## config.mk

```make
export PLATFORM = sky130hd
export DESIGN_NAME = ascii_rtcm3_frame_sync
export DESIGN_NICKNAME = d
export VERILOG_FILES = /design/src/hdl/arfs_pkg.sv /design/src/hdl/arfs_in_reg.sv /design/src/hdl/arfs_core.sv /design/src/hdl/arfs_out_reg.sv /design/src/hdl/ascii_rtcm3_frame_sync.sv
export SDC_FILE = /design/constraint.sdc
export NUM_CORES = 1
export LEC_CHECK = 0
export BUFFER_PORTS_ARGS = -buffer_cell sky130_fd_sc_hd__buf_4
export CAP_MARGIN = 15
export CORE_ASPECT_RATIO = 0.5
export CORE_MARGIN = 4
export CORE_UTILIZATION = 45
export CTS_CLUSTER_DIAMETER = 80
export CTS_CLUSTER_SIZE = 30
export DETAILED_ROUTE_END_ITERATION = 7
export GPL_TIMING_DRIVEN = 0
export PLACE_DENSITY_LB_ADDON = 0.05
export SETUP_SLACK_MARGIN = 0.1
export SLEW_MARGIN = 10
export SYNTH_ARGS = -nofsm -noshare
export SYNTH_HDL_FRONTEND = slang
export SYNTH_SLANG_ARGS = --single-unit
```

## constraint.sdc

```tcl
create_clock -name i_clk -period 5.8 [get_ports i_clk]
set_clock_uncertainty 0.1 [all_clocks]
set_input_delay 0.58 -clock i_clk [delete_from_list [all_inputs] [get_ports i_clk]]
set_output_delay 0.58 -clock i_clk [all_outputs]
set_load 0.03 [all_outputs]
```

## src/hdl/arfs_pkg.sv

```systemverilog
`timescale 1ns / 1ps
// Shared types, constants and the CRC-24Q byte update for the frame synchroniser.
// No dependencies; every other file imports this package.
package arfs_pkg;

    localparam int MAX_FRAME_BYTES = 2048;
    // Byte counter must hold MAX_FRAME_BYTES itself
    localparam int CNT_W = $clog2(MAX_FRAME_BYTES + 1);
    // Width for position compares against body length + trailer
    localparam int CMP_W = ((CNT_W > 11) ? CNT_W : 11) + 1;

    localparam logic [7:0]  SYNC_RTCM   = 8'hD3;
    localparam logic [7:0]  CH_HASH     = 8'h23;
    localparam logic [7:0]  CH_A        = 8'h41;
    localparam logic [7:0]  CH_P        = 8'h50;
    localparam logic [7:0]  CH_STAR     = 8'h2A;
    localparam logic [7:0]  CH_COMMA    = 8'h2C;
    localparam logic [7:0]  CH_CR       = 8'h0D;
    localparam logic [7:0]  CH_LF       = 8'h0A;
    localparam logic [11:0] TYPE_WITH_SUB = 12'd4058;
    localparam logic [23:0] CRC24Q_POLY = 24'h864CFB;
    localparam logic [5:0]  SEG_MAX     = 6'd63;

    localparam logic [1:0] ST_NONE  = 2'd0;
    localparam logic [1:0] ST_ASCII = 2'd1;
    localparam logic [1:0] ST_RTCM  = 2'd2;

    typedef struct packed {
        logic [1:0]  status;
        logic        crc_error;
        logic [11:0] message_type;
        logic [3:0]  message_subtype;
        logic [11:0] frame_length;
        logic [5:0]  segment_count;
        logic        resync;
    } t_result;

    // One byte of CRC-24Q, MSB first
    function automatic logic [23:0] crc24q_byte(input logic [23:0] crc, input logic [7:0] b);
        logic [23:0] c;
        c = crc ^ {b, 16'h0000};
        for (int k = 0; k < 8; k++) begin
            if (c[23]) begin
                c = {c[22:0], 1'b0} ^ CRC24Q_POLY;
            end else begin
                c = {c[22:0], 1'b0};
            end
        end
        return c;
    endfunction

endpackage

```

## src/hdl/arfs_in_reg.sv

```systemverilog
`timescale 1ns / 1ps
// Input register for the received byte stream.
// Depends on arfs_pkg (imported for consistency with the rest of the block).
module arfs_in_reg
    import arfs_pkg::*;
(
    input  logic       i_clk,
    input  logic       i_rst_n,
    input  logic       i_valid,
    input  logic [7:0] i_byte,
    input  logic       i_hold,
    output logic       o_valid,
    output logic [7:0] o_byte
);

    logic       r_valid;
    logic [7:0] r_byte;

    always_ff @(posedge i_clk) begin
        if (!i_rst_n) begin
            r_valid <= 1'b0;
        end else if (!i_hold) begin
            r_valid <= i_valid;
        end
    end

    // Payload: load only when a new item is taken
    always_ff @(posedge i_clk) begin
        if (!i_hold && i_valid) begin
            r_byte <= i_byte;
        end
    end

    assign o_valid = r_valid;
    assign o_byte  = r_byte;

endmodule

```

## src/hdl/arfs_core.sv

```systemverilog
`timescale 1ns / 1ps
// Frame tracking state and the per-byte decode for ASCII and RTCM3 frames.
// Depends on arfs_pkg for constants, the result type and the CRC-24Q update.
module arfs_core
    import arfs_pkg::*;
(
    input  logic       i_clk,
    input  logic       i_rst_n,
    input  logic       i_commit,
    input  logic [7:0] i_byte,
    output t_result    o_result
);

    logic [CNT_W-1:0] r_byte_count, n_byte_count;
    logic             r_rtcm_mode, n_rtcm_mode;
    logic [15:0]      r_header_bytes, n_header_bytes;
    logic [10:0]      r_body_length, n_body_length;
    logic [23:0]      r_crc, n_crc;
    logic [31:0]      r_recent, n_recent;
    logic [15:0]      r_type_bytes, n_type_bytes;
    logic [5:0]       r_comma_count, n_comma_count;

    logic [CNT_W-1:0] pos;
    logic [CMP_W-1:0] count_inc;
    logic [5:0]       comma_tmp;
    t_result          res;

    always_comb begin
        n_byte_count   = r_byte_count;
        n_rtcm_mode    = r_rtcm_mode;
        n_header_bytes = r_header_bytes;
        n_body_length  = r_body_length;
        n_crc          = r_crc;
        n_recent       = r_recent;
        n_type_bytes   = r_type_bytes;
        n_comma_count  = r_comma_count;
        comma_tmp      = r_comma_count;
        res            = '0;

        // Discard an overlong candidate and treat this byte as a possible start
        if (r_byte_count >= CNT_W'(MAX_FRAME_BYTES)) begin
            pos = '0;
        end else begin
            pos = r_byte_count;
        end
        n_byte_count = pos;
        count_inc    = CMP_W'(pos) + CMP_W'(1);

        if (pos == '0) begin
            if (i_byte == CH_HASH || i_byte == SYNC_RTCM) begin
                n_header_bytes = '0;
                n_body_length  = '0;
                n_type_bytes   = '0;
                n_comma_count  = '0;
                n_rtcm_mode    = (i_byte == SYNC_RTCM);
                n_crc          = (i_byte == SYNC_RTCM) ? crc24q_byte(24'h0, i_byte) : 24'h0;
                n_recent       = {24'h0, i_byte};
                n_byte_count   = CNT_W'(1);
            end
        end else if (pos < CNT_W'(3)) begin
            if (!r_rtcm_mode && (i_byte != ((pos == CNT_W'(1)) ? CH_A : CH_P))) begin
                n_byte_count = '0;
                res.resync   = 1'b1;
            end else begin
                if (pos == CNT_W'(1)) begin
                    n_header_bytes = {i_byte, r_header_bytes[7:0]};
                end else begin
                    n_header_bytes = {r_header_bytes[15:8], i_byte};
                end
                if (r_rtcm_mode) begin
                    n_crc         = crc24q_byte(r_crc, i_byte);
                    n_body_length = {1'b0, n_header_bytes[9:0]} + 11'd3;
                end
                n_recent     = {r_recent[23:0], i_byte};
                n_byte_count = count_inc[CNT_W-1:0];
            end
        end else begin
            n_recent     = {r_recent[23:0], i_byte};
            n_byte_count = count_inc[CNT_W-1:0];
            if (!r_rtcm_mode) begin
                if (i_byte == CH_COMMA && comma_tmp < SEG_MAX) begin
                    comma_tmp = comma_tmp + 6'd1;
                end
                n_comma_count = comma_tmp;
                // Line end with the checksum marker three bytes back closes the sentence
                if ((i_byte == CH_CR || i_byte == CH_LF) && n_recent[31:24] == CH_STAR) begin
                    if (comma_tmp < SEG_MAX) begin
                        n_comma_count = comma_tmp + 6'd1;
                    end
                    res.status        = ST_ASCII;
                    res.frame_length  = count_inc[11:0];
                    res.segment_count = n_comma_count;
                    n_byte_count      = '0;
                end
            end else begin
                if (pos == CNT_W'(3)) begin
                    n_type_bytes = {i_byte, r_type_bytes[7:0]};
                end else if (pos == CNT_W'(4)) begin
                    n_type_bytes = {r_type_bytes[15:8], i_byte};
                end
                if (CMP_W'(pos) < CMP_W'(r_body_length)) begin
                    n_crc = crc24q_byte(r_crc, i_byte);
                end
                if (count_inc >= CMP_W'(r_body_length) + CMP_W'(3)) begin
                    res.status       = ST_RTCM;
                    res.message_type = n_type_bytes[15:4];
                    if (n_crc != n_recent[23:0]) begin
                        res.crc_error = 1'b1;
                    end else if (n_type_bytes[15:4] == TYPE_WITH_SUB) begin
                        res.message_subtype = n_type_bytes[3:0];
                    end
                    res.frame_length = count_inc[11:0];
                    n_byte_count     = '0;
                end
            end
        end
    end

    always_ff @(posedge i_clk) begin
        if (!i_rst_n) begin
            r_byte_count   <= '0;
            r_rtcm_mode    <= 1'b0;
            r_header_bytes <= '0;
            r_body_length  <= '0;
            r_crc          <= '0;
            r_recent       <= '0;
            r_type_bytes   <= '0;
            r_comma_count  <= '0;
        end else if (i_commit) begin
            r_byte_count   <= n_byte_count;
            r_rtcm_mode    <= n_rtcm_mode;
            r_header_bytes <= n_header_bytes;
            r_body_length  <= n_body_length;
            r_crc          <= n_crc;
            r_recent       <= n_recent;
            r_type_bytes   <= n_type_bytes;
            r_comma_count  <= n_comma_count;
        end
    end

    assign o_result = res;

    a_count_bound: assert property (@(posedge i_clk) disable iff (!i_rst_n)
        r_byte_count <= CNT_W'(MAX_FRAME_BYTES))
        else $error("byte count beyond buffer size");

    a_rtcm_fits: assert property (@(posedge i_clk) disable iff (!i_rst_n)
        (i_commit && r_rtcm_mode && r_byte_count > CNT_W'(2))
            |-> CMP_W'(r_byte_count) < CMP_W'(r_body_length) + CMP_W'(3))
        else $error("RTCM candidate ran past its trailer");

    a_count_step: assert property (@(posedge i_clk) disable iff (!i_rst_n)
        (i_commit && o_result.status == ST_NONE && !o_result.resync && pos != '0)
            |=> r_byte_count == $past(pos) + CNT_W'(1))
        else $error("byte count did not advance");

endmodule

```

## src/hdl/arfs_out_reg.sv

```systemverilog
`timescale 1ns / 1ps
// Result register on the output channel.
// Depends on arfs_pkg for the result type and status codes.
module arfs_out_reg
    import arfs_pkg::*;
(
    input  logic    i_clk,
    input  logic    i_rst_n,
    input  logic    i_load,
    input  logic    i_in_valid,
    input  t_result i_result,
    output logic    o_valid,
    output t_result o_result
);

    logic    r_valid;
    t_result r_result;

    always_ff @(posedge i_clk) begin
        if (!i_rst_n) begin
            r_valid <= 1'b0;
        end else if (i_load) begin
            r_valid <= i_in_valid;
        end
    end

    always_ff @(posedge i_clk) begin
        if (i_load && i_in_valid) begin
            r_result <= i_result;
        end
    end

    assign o_valid  = r_valid;
    assign o_result = r_result;

    a_status_code: assert property (@(posedge i_clk) disable iff (!i_rst_n)
        r_valid |-> (r_result.status == ST_NONE || r_result.status == ST_ASCII
                     || r_result.status == ST_RTCM))
        else $error("bad frame status");

    a_crc_rtcm: assert property (@(posedge i_clk) disable iff (!i_rst_n)
        (r_valid && r_result.crc_error) |-> r_result.status == ST_RTCM)
        else $error("CRC error without RTCM completion");

    a_resync_idle: assert property (@(posedge i_clk) disable iff (!i_rst_n)
        (r_valid && r_result.resync) |-> r_result.status == ST_NONE)
        else $error("resync together with a completed frame");

    a_subtype: assert property (@(posedge i_clk) disable iff (!i_rst_n)
        (r_valid && r_result.message_subtype != 4'd0)
            |-> (r_result.message_type == TYPE_WITH_SUB && !r_result.crc_error))
        else $error("subtype on wrong type or bad CRC");

endmodule

```

## src/hdl/ascii_rtcm3_frame_sync.sv

```systemverilog
`timescale 1ns / 1ps
// Frame synchroniser for "#AP" ASCII sentences and RTCM3 frames (CRC-24Q).
// Uses arfs_pkg, arfs_in_reg, arfs_core and arfs_out_reg.
//
// Usage:
//   Input channel: one received byte per item on i_rx_byte, i_valid/o_stall.
//   Output channel: one result item per input item, o_valid/i_stall.
//   A result reports a completed frame (status, length, type, subtype,
//   CRC error, segment count) or a header resync; otherwise it is all zero.
// Timing:
//   The byte is held in the input register, decoded against the frame
//   state in one pass and caught in the result register.
//   Throughput is one item per cycle while i_stall holds no result back,
//   set by the byte-wide CRC-24Q update and state commit.
// Reset (synchronous, active low) empties both registers and clears the
//   frame state, so the next '#' or 0xD3 opens a new candidate.
// Stall: while a result waits under i_stall, the input register still takes
//   one item; o_stall rises only when both registers are full.
module ascii_rtcm3_frame_sync
    import arfs_pkg::*;
(
    input  logic        i_clk,
    input  logic        i_rst_n,
    input  logic        i_valid,
    output logic        o_stall,
    input  logic [7:0]  i_rx_byte,
    output logic        o_valid,
    input  logic        i_stall,
    output logic [1:0]  o_frame_status,
    output logic        o_crc_error,
    output logic [11:0] o_message_type,
    output logic [3:0]  o_message_subtype,
    output logic [11:0] o_frame_length,
    output logic [5:0]  o_segment_count,
    output logic        o_resync
);

    logic    in_valid;
    logic [7:0] in_byte;
    logic    out_valid;
    logic    advance;
    t_result core_result;
    t_result out_result;

    // Result register moves unless it holds an item the receiver refuses
    assign advance = !(out_valid && i_stall);
    assign o_stall = in_valid && !advance;

    arfs_in_reg u_in_reg (
        .i_clk   (i_clk),
        .i_rst_n (i_rst_n),
        .i_valid (i_valid),
        .i_byte  (i_rx_byte),
        .i_hold  (o_stall),
        .o_valid (in_valid),
        .o_byte  (in_byte)
    );

    arfs_core u_core (
        .i_clk    (i_clk),
        .i_rst_n  (i_rst_n),
        .i_commit (in_valid && advance),
        .i_byte   (in_byte),
        .o_result (core_result)
    );

    arfs_out_reg u_out_reg (
        .i_clk      (i_clk),
        .i_rst_n    (i_rst_n),
        .i_load     (advance),
        .i_in_valid (in_valid),
        .i_result   (core_result),
        .o_valid    (out_valid),
        .o_result   (out_result)
    );

    assign o_valid           = out_valid;
    assign o_frame_status    = out_result.status;
    assign o_crc_error       = out_result.crc_error;
    assign o_message_type    = out_result.message_type;
    assign o_message_subtype = out_result.message_subtype;
    assign o_frame_length    = out_result.frame_length;
    assign o_segment_count   = out_result.segment_count;
    assign o_resync          = out_result.resync;

endmodule

```

Word level (Yosys, flattened, before mapping)
Cells that the tools add are included.
{ "classes": {"n_addsub": 5, "n_lt_le_gt_ge": 6, "eq_ne": 17, "n_mux": 157, "n_bitwise": 29, "reduce_logical": 27} }
{ "ops": {"columns": ["op", "count"], "rows": [
  ["2-to-1 mux 24 bit", 108],
  ["NOT 13 bit", 23],
  ["2-to-1 mux 16 bit", 8],
  ["2-to-1 mux 12 bit", 9],
  ["2-to-1 mux 10 bit", 7],
  ["2-to-1 mux 6 bit", 10],
  ["2-to-1 mux 11 bit", 5],
  ["2-to-1 mux 31 bit", 1],
  ["== test 8 x 6 -> 1 bit, second input constant", 3],
  ["inequality test 24 bit", 1],
  ["bitwise XOR 24 bit", 1],
  ["2-to-1 mux 18 bit", 1],
  ["== test 8 x 4 -> 1 bit, second input constant", 2],
  ["AND reduction 4 bit", 4],
  ["adder 12 x 1 -> 13 bit, second input constant", 1],
  ["greater-or-equal comparator 13 bit", 1],
  ["adder 11 x 2 -> 12 bit, second input constant", 1],
  ["adder 6 x 1 -> 6 bit, second input constant", 2],
  ["== test 12 x 1 -> 1 bit, second input constant", 1],
  ["== test 12 bit, second input constant", 1],
  ["== test 12 x 2 -> 1 bit, second input constant", 1],
  ["== test 12 x 3 -> 1 bit, second input constant", 1],
  ["greater-or-equal comparator 12 bit, second input constant", 1],
  ["zero test 12 bit", 1],
  ["other kinds (24)", 47]
]} }
{ "totals": {"regBits": 152, "inputBits": 12, "word_cells": 259} }

Longest topological paths before layout
{ "logic_depth": {"word_depth": 53, "mapped_depth": 21} }

Hierarchy
A second synthesis with hierarchy kept.
{ "unflattened": {"cells_unflattened": 1114, "hier_area_um2": 9791.9} }
{ "modules_own_cells": {"columns": ["module", "n_inst", "cells_per_inst", "area_per_inst_um2", "seq_area_each_um2"], "rows": [
  ["arfs_core", 1, 1057, 8305.5, 2082.0],
  ["arfs_out_reg", 1, 42, 1184.9, 1161.1],
  ["arfs_in_reg", 1, 12, 282.8, 260.2],
  ["ascii_rtcm3_frame_sync", 1, 3, 18.8, 0.0]
]} }

Least setup slack after synthesis
OpenSTA, ideal clock, no wires.
{ "synth_timing": {"path_kind": "reg2reg", "from": "reg u_core.r_byte_count[11]", "to": "reg u_core.r_byte_count[11]", "setup_time_ps": 77, "arrival_ps": 3840, "required_ps": 5623, "setup_slack_ps": 1783, "stages_incl_launch_ff": 22, "synth_period_minus_slack_ps": 4017, "cell_sequence": "dfxtp_1 -> inv_1 -> nand2_1 -> inv_1 -> ha_1 -> clkbuf_1 -> and3_1 -> and3_1 -> nand3_1 -> xor2_1 -> inv_1 -> ha_1 -> a21o_1 -> a21o_1 -> a21oi_1 -> nand2_1 -> o211ai_1 -> a21boi_0 -> o21ai_1 -> clkbuf_1 -> nand3_1 -> a21boi_0"} }
{ "synth_between": {"elab_chain_cells": 9, "elab_cells_between_ends": 17, "classes_between": "1 x add/sub; 3 x order compare; 2 x eq/ne; 9 x mux; 2 x reduce/logical"} }
{ "synth_rtl": {"columns": ["element", "line", "text"], "rows": [
  ["start, declared", "arfs_core.sv:14", "logic [CNT_W-1:0] r_byte_count, n_byte_count;"],
  ["start signal, assigned", "arfs_core.sv:130", "r_byte_count <= n_byte_count;"],
  ["greater-or-equal comparator 12 bit", "arfs_core.sv:41", "if (r_byte_count >= CNT_W'(MAX_FRAME_BYTES)) begin"],
  ["2-to-1 mux 12 bit (*)", "arfs_core.sv:41", null],
  ["branches (longest 6 deep; another with adder 12 x 1 -> 13 bit)", null, null],
  ["2-to-1 mux 12 bit (*)", "arfs_core.sv:49", "if (pos == '0) begin"]
]} }
Mark *: on every way between the ends.
A chain may end at the register's enable or synchronous reset.

Final worst setup path
{ "layout_timing": {"from": "reg u_core.r_byte_count[11]", "to": "reg u_out_reg.r_result, in the netlist u_out_reg.o_result[19], data pin"} }
{ "layout_between": {"elab_chain_cells": 11, "elab_cells_between_ends": 23, "classes_between": "1 x add/sub; 4 x order compare; 4 x eq/ne; 10 x mux; 2 x bitwise; 2 x reduce/logical"} }
{ "layout_rtl": {"columns": ["element", "line", "text"], "rows": [
  ["greater-or-equal comparator 12 bit", "arfs_core.sv:41", null],
  ["2-to-1 mux 12 bit (*)", "arfs_core.sv:41", null],
  ["branches (longest 9 deep; another with adder 12 x 1 -> 13 bit)", null, null],
  ["end signal, assigned", "arfs_out_reg.sv:29", "r_result <= i_result;"],
  ["end, declared", "arfs_out_reg.sv:17", "t_result r_result;"]
]} }
Mark *: on every way between the ends. The select of a mux whose other input is x is not followed.

==> reports/results.ini <==
[route]
wirelength_um = 32700
num_vias = 8934
firstDrtPassIters = 5
viasPerCell = 5.94
drcViolationCount = 0
wl_per_cell_um = 21.7
drtIter0Drc = 982
ant_nets = 0

[clocking]
numCtsBuffers = 17
postCtsHoldBufs = 0
cts_root_buf = clkbuf_16
clk_pin_slew_ns = 0.06
htree_levels = 4
cts_tree = built
post_cts_resized = 0
post_cts_buffers = 0
cts.sinks = 152
insertion_delay_ns = 0.44
clockBufferDepth = 2

[sta]
tns_ns = 0
worst_slew_pin_slew_ns = 1.21
slew_headroom = 0.185
setup_ws_ns = 0.531
hold_violations = 0
slew_violations = 0
holdWs_ns = 0.212
max_freq_mhz = 190
period_minus_slack_ns = 5.27
rsz0062_at_grt = no
timing.final.crit_share = 0.908
setup_viol = 0

[synthesis]
postSynthAreaPerCell_um2 = 8.77
synth-edff-count = 46
synth_ff_type = dfxtp_1
synth_top_area_frac = 0.215
yosys_warnings = 0
synth_cells = 1127
synthMuxAreaShare = 0.0301
synthSimpleGateAreaFrac = 0.202
ys_ff_latch = 152
synth_xor_area_frac = 0.146
ys_seq_area_frac = 0.355
synth_cell_type_count = 76
async_reset_ff_frac = 0
synth_compound_area_frac = 0.186
synth_area_leaders = dfxtp_1 (21%), edfxtp_1 (14%), xnor2_1 (6.4%)
synth_area_um2 = 9880
synth_top_area_cell = dfxtp_1
synthAdderAreaFrac = 0.0405
syn_nets = 1171
synth_top_family_by_area = simple AND/OR/NAND/NOR gates

[worst_setup_path]
crit_family = simple AND/OR/NAND/NOR gates
start_kind = flop
max_stage_delay_ns = 0.65
critical_path_arrival_ns = 5.42
cpMaxStageDelayCell = clkbuf_1
crit_path_cell_trace = clkbuf_1, nor2b_1, ha_1, a21oi_1, nor2_1, or3_1, clkbuf_1, nor2_2, clkbuf_1, nand2_1, o211a_1, nor4_1, nand4b_1, nor4_1
critPathRequiredTime_ns = 5.95
crit_top_cell = clkbuf_1
endpoint_kind = flop
crit_fanout = 10
cp.buffers_inverters = 3
path_class = reg2reg

[power_and_ir_drop]
swShare = 0.276
clockPowerShare = 0.428
ir_drop_v = 0.000170
cellInternalPower_mw = 2.02
p_seq_frac = 0.403
p_switching_mw = 0.770
leakage_nw = 4.08
p_per_area_nw_per_um2 = 248
p_comb_frac = 0.169

[hold_path]
holdCritPathClass = in2reg

[place]
io_buffers = 50
place.detailed.hpwl_um = 24500
gp_congestion = 0.941
dp_cells = 1470
dp_slack_ns = 0.444

[grt]
grtUsageTotal = 0.266
antenna_found_initial = 0
grt_overflow = 0
met3_usage = 0.0757
use_met2 = 0.396
use_met1 = 0.377
grt_max_degree = 30
first_global_vias = 8485
grt_pass1_wl_um = 49900
top_usage_layer = met2

[die]
initial_core_util = 0.469
die_h_um = 113
num_rows = 37
ios = 52
core_region_area_um2 = 21100
dieWidth_um = 218
design.die.area_um2 = 24500

[final_layout]
regArea_um2 = 3500
multi_input_area_um2 = 5980
post-route-util = 0.536
nets = 1241
fillers = 1977
area_delta_synth_final_pct = 14.2
final_cells = 1503
drive_gt1_frac = 0.102

[outcome]
status = finished, final reports clean

[run]
cap_violations = 0

## worst paths after layout
check / endpoint / from / depth (start not counted) / slack, ns
setup / recovery: u_out_reg.o_result[19] / u_core.r_byte_count[11] / 14 / 0.53
hold / removal: u_in_reg.o_byte[6] / i_rx_byte[6] / 1 / 0.21
setup reg to reg: u_out_reg.o_result[19] / u_core.r_byte_count[11] / 14 / 0.53
hold reg to reg: u_core.r_recent[22] / u_core.r_recent[22] / 2 / 0.37
## cells in the mapped netlist (9+ instances only)
cell type / instances
inv_1: 41
dfxtp_1: 106
nor2b_1: 54
nand2_1: 118
nand3_1: 58
nand2b_1: 10
mux2i_1: 23
nor4_1: 12
o211ai_1: 11
xnor2_2: 9
a31oi_1: 9
o21ai_0: 47
buf_2: 9
nor3_1: 30
a22oi_1: 37
or3_1: 10
clkbuf_1: 53
edfxtp_1: 46
a21boi_0: 37
xor2_1: 36
ha_1: 32
xnor2_1: 72
nor2_1: 76
a21oi_1: 57
## per-layer routing
metal	routed length, um	vias up
li1	-	4157
met1	15000	4315
met4	728	0
met5	0	-
met3	3150	61
met2	13800	401
## placed cells by master (no fill, tap or decap), types with 41 or more instances in the layout
cell and instances:
a21oi_1 57, buf_4 50, clkbuf_1 53, dfxtp_1 106
edfxtp_1 46, inv_1 41, nand2_1 118, nand3_1 58
nor2_1 75, nor2b_1 54, o21ai_0 47, xnor2_1 72
## sequential cells by signal (all words and copies together) (netlist names)
signal,cells
u_core.r_body_length,11
u_core.r_byte_count,12
u_core.r_comma_count,6
u_core.r_crc,24
u_core.r_header_bytes,10
u_core.r_recent,24
u_core.r_rtcm_mode,1
u_core.r_type_bytes,16
u_in_reg.o_byte,8
u_in_reg.o_valid,1
u_out_reg.o_result,38
u_out_reg.o_valid,1
## power groups by stage
stage	Combinational (mW)	Clock (mW)	Sequential, mW
floorplan	0.298	0	1.17
global route	0.503	1.26	1.13
detailed placement	0.460	0	1.15
global placement	0.456	0	1.15
CTS	0.464	1.21	1.13
finish	0.473	1.20	1.13
## cell type report
cell class	instances	area share
Multi-Input combinational cell	871	0.530
Buffer	63	0.0221
Clock inverter	10	0.0123
Clock buffer	22	0.0439
Sequential cell	152	0.310
Inverter	41	0.0136
Timing Repair Buffer	51	0.0350
Tap cell	292	0.0324
Antenna cell	1	0.000222
## per-stage QoR
step	total power [mW]	area [um2]
final	2.79	11300
after global routing	2.89	11300
after CTS	2.80	11300
after detailed placement	1.61	10600
after global placement	1.61	10600
after floorplan	1.47	9880
## kinds of logic after synthesis
family / Yosys count
mux: 29
fa+ha+maj: 32
xor+xnor: 132
compound gates: 270
flops: 152
simple gates: 408
buf+inv: 104
(Power assumes the default switching activity.)
